===== src/rtl/bti_pkg.sv =====
// Shared constants, types and helpers of the bracket tape machine interpreter.
package bti_pkg;

  localparam int PROGRAM_DEPTH = 1024;
  localparam int TAPE_DEPTH    = 1024;
  localparam int INPUT_DEPTH   = 16;

  localparam int PROG_AW = $clog2(PROGRAM_DEPTH);
  localparam int PC_W    = $clog2(PROGRAM_DEPTH + 2);
  localparam int TAPE_AW = $clog2(TAPE_DEPTH);
  localparam int TLEN_W  = $clog2(TAPE_DEPTH + 1);
  localparam int Q_AW    = (INPUT_DEPTH > 1) ? $clog2(INPUT_DEPTH) : 1;
  localparam int QCNT_W  = $clog2(INPUT_DEPTH + 1);
  localparam int TS_W    = 11;
  localparam int SZ_W    = (TS_W > TLEN_W) ? TS_W : TLEN_W;

  typedef enum logic [1:0] {
    OPN_LOAD    = 2'd0,
    OPN_PUSH    = 2'd1,
    OPN_STEP    = 2'd2,
    OPN_RESTART = 2'd3
  } op_t;

  typedef enum logic [2:0] {
    ST_OK     = 3'd0,
    ST_FIN    = 3'd1,
    ST_SYNTAX = 3'd2,
    ST_PTR    = 3'd3,
    ST_VALUE  = 3'd4,
    ST_EMPTY  = 3'd5,
    ST_BUSY   = 3'd6
  } status_t;

  // Error phases share their code with the status they report.
  typedef enum logic [2:0] {
    PH_LOAD   = 3'd0,
    PH_FIN    = 3'd1,
    PH_SYNTAX = 3'd2,
    PH_PTR    = 3'd3,
    PH_VALUE  = 3'd4,
    PH_RUN    = 3'd7
  } phase_t;

  typedef enum logic [2:0] {
    C_RIGHT = 3'd0,
    C_LEFT  = 3'd1,
    C_INC   = 3'd2,
    C_DEC   = 3'd3,
    C_OUT   = 3'd4,
    C_IN    = 3'd5,
    C_OPEN  = 3'd6,
    C_CLOSE = 3'd7
  } cmd_t;

  typedef enum logic [2:0] {
    S_CLEAR,
    S_IDLE,
    S_EXEC,
    S_SREAD,
    S_SCHK
  } state_t;

  typedef struct packed {
    logic capture;
    logic exec;
    logic scan_mode;
    logic scan_chk;
    logic clr_en;
  } dp_cmd_t;

  typedef struct packed {
    logic restart;
    logic scan_go;
    logic scan_end;
    logic clr_last;
    logic hold;
  } dp_stat_t;

  // Bit 3 flags a command character, bits 2:0 give its code.
  function automatic logic [3:0] cmd_code(input logic [7:0] ch);
    logic [3:0] r;
    case (ch)
      8'h3E:   r = {1'b1, C_RIGHT};
      8'h3C:   r = {1'b1, C_LEFT};
      8'h2B:   r = {1'b1, C_INC};
      8'h2D:   r = {1'b1, C_DEC};
      8'h2E:   r = {1'b1, C_OUT};
      8'h2C:   r = {1'b1, C_IN};
      8'h5B:   r = {1'b1, C_OPEN};
      8'h5D:   r = {1'b1, C_CLOSE};
      default: r = 4'd0;
    endcase
    return r;
  endfunction

endpackage


===== src/rtl/bti_ctrl.sv =====
// Controller state machine: sequences clear sweep, execute and bracket scan.
module bti_ctrl import bti_pkg::*; (
  input  logic     clk,
  input  logic     rst,
  input  logic     in_valid,
  output logic     in_ready,
  input  dp_stat_t stat,
  output dp_cmd_t  cmd
);

  state_t state, state_next;

  always_ff @(posedge clk) begin
    if (rst) begin
      state <= S_CLEAR;
    end else begin
      state <= state_next;
    end
  end

  always_comb begin
    state_next = state;
    cmd        = '0;
    in_ready   = 1'b0;
    case (state)
      S_CLEAR: begin
        cmd.clr_en = 1'b1;
        if (stat.clr_last) begin
          state_next = S_IDLE;
        end
      end
      S_IDLE: begin
        in_ready = 1'b1;
        if (in_valid) begin
          cmd.capture = 1'b1;
          state_next  = S_EXEC;
        end
      end
      S_EXEC: begin
        // wait while the result slot is still occupied
        if (!stat.hold) begin
          cmd.exec = 1'b1;
          if (stat.restart) begin
            state_next = S_CLEAR;
          end else if (stat.scan_go) begin
            state_next = S_SREAD;
          end else begin
            state_next = S_IDLE;
          end
        end
      end
      S_SREAD: begin
        cmd.scan_mode = 1'b1;
        state_next    = S_SCHK;
      end
      S_SCHK: begin
        cmd.scan_mode = 1'b1;
        if (!stat.hold) begin
          cmd.scan_chk = 1'b1;
          state_next   = stat.scan_end ? S_IDLE : S_SREAD;
        end
      end
      default: begin
        state_next = S_CLEAR;
      end
    endcase
  end

endmodule


===== config.mk =====
export PLATFORM = sky130hd
export DESIGN_NAME = bti_ctrl
export DESIGN_NICKNAME = d
export VERILOG_FILES = /design/src/rtl/bti_pkg.sv /design/src/rtl/bti_ctrl.sv
export SDC_FILE = /design/constraint.sdc
export NUM_CORES = 1
export LEC_CHECK = 0
export ABC_CLOCK_PERIOD_IN_PS = 1300
export BUFFER_PORTS_ARGS = -buffer_cell sky130_fd_sc_hd__buf_2
export CAP_MARGIN = 30
export CORE_AREA = 8 8 45 47
export DETAILED_ROUTE_END_ITERATION = 8
export DIE_AREA = 0 0 53 55
export GPL_ROUTABILITY_DRIVEN = 0
export SYNTH_ARGS = -nofsm -noshare
export SYNTH_HDL_FRONTEND = slang
export SYNTH_SLANG_ARGS = --single-unit

===== constraint.sdc =====
create_clock -name clk -period 1.3 [get_ports clk]
set_input_delay 0.13 -clock clk [delete_from_list [all_inputs] [get_ports clk]]
set_output_delay 0.13 -clock clk [all_outputs]
set_load 0.01 [all_outputs]

Word level (Yosys, flattened, before mapping) --
Cells that the tools add are included.
Operators by class: $mul 0, add/subtract/negate cells 0, divide/modulo/power cells 0, bitwise logic cells 0, reductions and logical operators 3, multiplexer cells 16, eq/ne operators 8, shift-type cells 0, $lt $le $gt $ge 0
Operators by type and width (number):
- $mux W3 | 5
- $pmux W3 S5 | 1
- $mux W1 | 8
- $ne A2 B2 Y1 const B | 4
- $eq A3 B2 Y1 const B | 2
- $mux W2 | 2
- $reduce_and A4 Y1 | 1
- $eq A3 B1 Y1 const B | 1
- $eq A3 B3 Y1 const B | 1
- $logic_not A3 Y1 | 1
- $reduce_or A2 Y1 | 1
Word-level totals: memories 0, register bits after elaboration 3, ROM bits 0, RAM bits 0, bits of input ports 8, bits in latches 0, logic and storage cells 28

Longest topological paths before layout --
depth in word-level cells 4, mapped depth 5, mapped depth without buffers 4

Least setup slack after synthesis --
OpenSTA, ideal clock, no wires.
path kind reg2out, start point register state[1], end point output port cmd[4] (netlist name), data required time 1.170 ns, setup slack 0.194 ns, stages on the path, launching flop included 5, data arrival time 0.976 ns, path through dfxtp_1 > buf_6 > nand2b_1 > nor2_1 > and2_1
RTL lines:
- start: declaration | RTL line bti_ctrl.sv:11 | state_t state, state_next;
- start signal: assignment | RTL line bti_ctrl.sv:17 | state <= state_next;
- end: declaration | RTL line bti_ctrl.sv:8 | output dp_cmd_t cmd

==> flow_summary.json <==
{
  "fin_cells": 70,
  "nets": 63,
  "synth.net_count": 44,
  "ys_ff_latch": 3,
  "crit_chain": "buf_6 > nor4b_4 > buf_2",
  "p_leak_uw": 0.000193,
  "grt_max_degree": 11,
  "fmax_mhz": 798,
  "insertion_delay_ns": 0.23,
  "path_class": "reg2out",
  "finalMaxSlewViolations": 0,
  "setup_tns_ns": 0,
  "firstDrtPassIters": 2,
  "wire_per_inst_um": 11.2,
  "rows": 14,
  "overflow": 0,
  "hold_ws_ns": 0.107,
  "post_dp_cell_area_um2": 350,
  "peakVddDrop_mv": 0.392,
  "report.final.hold_viol_count": 0,
  "netlist_instances": 36,
  "first_iter_violations": 1,
  "n_antenna_cell": 0,
  "required_ns": 1.17,
  "start_util": 0.200,
  "relSlewSlack": 0.852,
  "maxCapViolations": 0,
  "fillers": 153,
  "core_um2": 1380,
  "dieArea_um2": 2920,
  "slowest_delay_ns": 0.35,
  "yosysSeqAreaShare": 0.217,
  "ys_warn_count": 0,
  "syn_area_per_cell_um2": 7.68,
  "ys_types": 20,
  "finalCritPeriodShare": 0.963,
  "arrival_ns": 1.12,
  "rsz0062_at_grt": "true",
  "cp_slowest_cell": "dfxtp_4",
  "hp-class": "in2reg",
  "port_buffers": 13,
  "via_count": 303,
  "numClockSinks": 3,
  "via_per_inst": 4.33,
  "synth_area_um2": 277,
  "drive_gt1_frac": 0.519,
  "setup.worst_path.start_class": "flip-flop",
  "dp_cells": 65,
  "die_w_um": 53,
  "ctsHoldBuffers": 0,
  "outcome": "completed",
  "htreeDepth": 1,
  "grt_pass1_vias": 313,
  "root_buffer": "clkbuf_4",
  "track_usage": 0.0584,
  "cp-end-kind": "primary output",
  "power_density_nw_per_um2": 1060,
  "largest_reg_flops": 3,
  "tightestPinTransition_ns": 0.221,
  "ios": 14,
  "wirelength_um": 785,
  "clkSlewWorstSetupHoldPaths_ns": 0.04,
  "cts_buffer_depth": 2,
  "antenna_found_initial": 0,
  "drc": 0,
  "largest_register": "state",
  "cts_made_buffers": 3,
  "skew_ns": 0.000335,
  "largestRegisters": "state x3",
  "ant_nets": 0,
  "finalSetupViolCount": 0,
  "cts_tree": "yes",
  "die_h_um": 55,
  "final_area_um2": 425,
  "min_period_ns": 1.25,
  "grt_pass1_wl_mm": 1.26,
  "area_growth_pct": 53.8,
  "cp_max_fo": 6
}
cell usage in the layout, fill, tap and decap left out, types with 2 or more instances in the layout:
cell type	Yosys	final
nand2_1	2	2
a21oi_1	2	2
nand2b_1	2	2
dfxtp_4	0	3
buf_2	0	13
nor3_1	4	4
nor2_1	5	3
a31oi_1	2	2
clkbuf_4	0	3
buf_4	0	2
nor2_2	0	2
inv_1	2	2
per-layer routing:
layer / track usage / vias to the layer above / share of wire
met2: 0.0898 / 10 / 0.49
met1: 0.0651 / 128 / 0.42
met3: 0.0321 / 0 / 0.092
met4: 0.0259 / 0 / 0
met5: 0 / - / 0
li1: - / 165 / -
worst max-delay path, delay by kind of cell, from the launching register on:
kind / cells / cell delay [ns]
buffers and inverters: 2 / 0.31
and+or+nand+nor: 1 / 0.23
DFF: 1 / 0.35
cells by family after synthesis:
group / count (synthesis) / share of synthesized area
AO/OA/AOI/OAI: 7 / 0.149
AND/OR/NAND/NOR: 20 / 0.443
flip-flops: 3 / 0.217
multiplexers: 1 / 0.0407
buffers and inverters: 5 / 0.149
worst paths after layout:
path            start  endpoint  slack, ns  cells past startpoint
min               rst  state[2]       0.11                      2
max          state[0]    cmd[3]       0.05                      3
min reg2reg  state[1]  state[0]       0.64                      2
max reg2reg  state[2]  state[1]       0.11                      4
cell type report:
cell class	count	area, µm²	area share
timing repair buffer	17	111	0.262
multi-input combinational	28	189	0.444
sequential	3	71.3	0.168
clock buffer	4	26.3	0.0618
inverter	2	7.51	0.0176
tap	16	20.0	0.0471
metrics by stage:
step / util / setup slack [ns] / total power (µW)
global route: 0.307 / -0.0291 / 494
global placement: 0.253 / 0.121 / 269
CTS: 0.281 / 0.0270 / 453
finish: 0.307 / 0.0475 / 453
detailed placement: 0.253 / 0.110 / 270
floorplan: - / 0.194 / 230
repair_timing:
item                                    CTS  global route
setup buffers                             0             1
pin swaps                                 1             0
endpoints found under the hold margin     0             0
gates resized for setup                   4             6
endpoints found under the setup margin    3             3
Yosys cell counts, drive strengths merged:
library cell  count  area (µm²)
nand3b            1        7.51
nor4              1        12.5
a21oi             2        10.0
inv               2        7.51
mux2              1        11.3
a31oi             2        12.5
a22o              1        8.76
o21ai             2        10.0
nand4bb           1        11.3
dfxtp             3        60.1
nand2b            2        12.5
nor3              4        20.0
or3               1        6.26
and2              1        6.26
nor2              5        18.8
buf               3        33.8
nand3             1        5.00
nor4b             1        15.0
nand2             2        7.51
power breakdown:
part | total, µW | switching [µW] | internal [µW]
clock network | 163 | 48.1 | 115
registers | 126 | 20.9 | 105
logic | 163 | 76.2 | 87.3
total | 453 | 145 | 308
No activity file was read; power rests on OpenSTA's default activity.
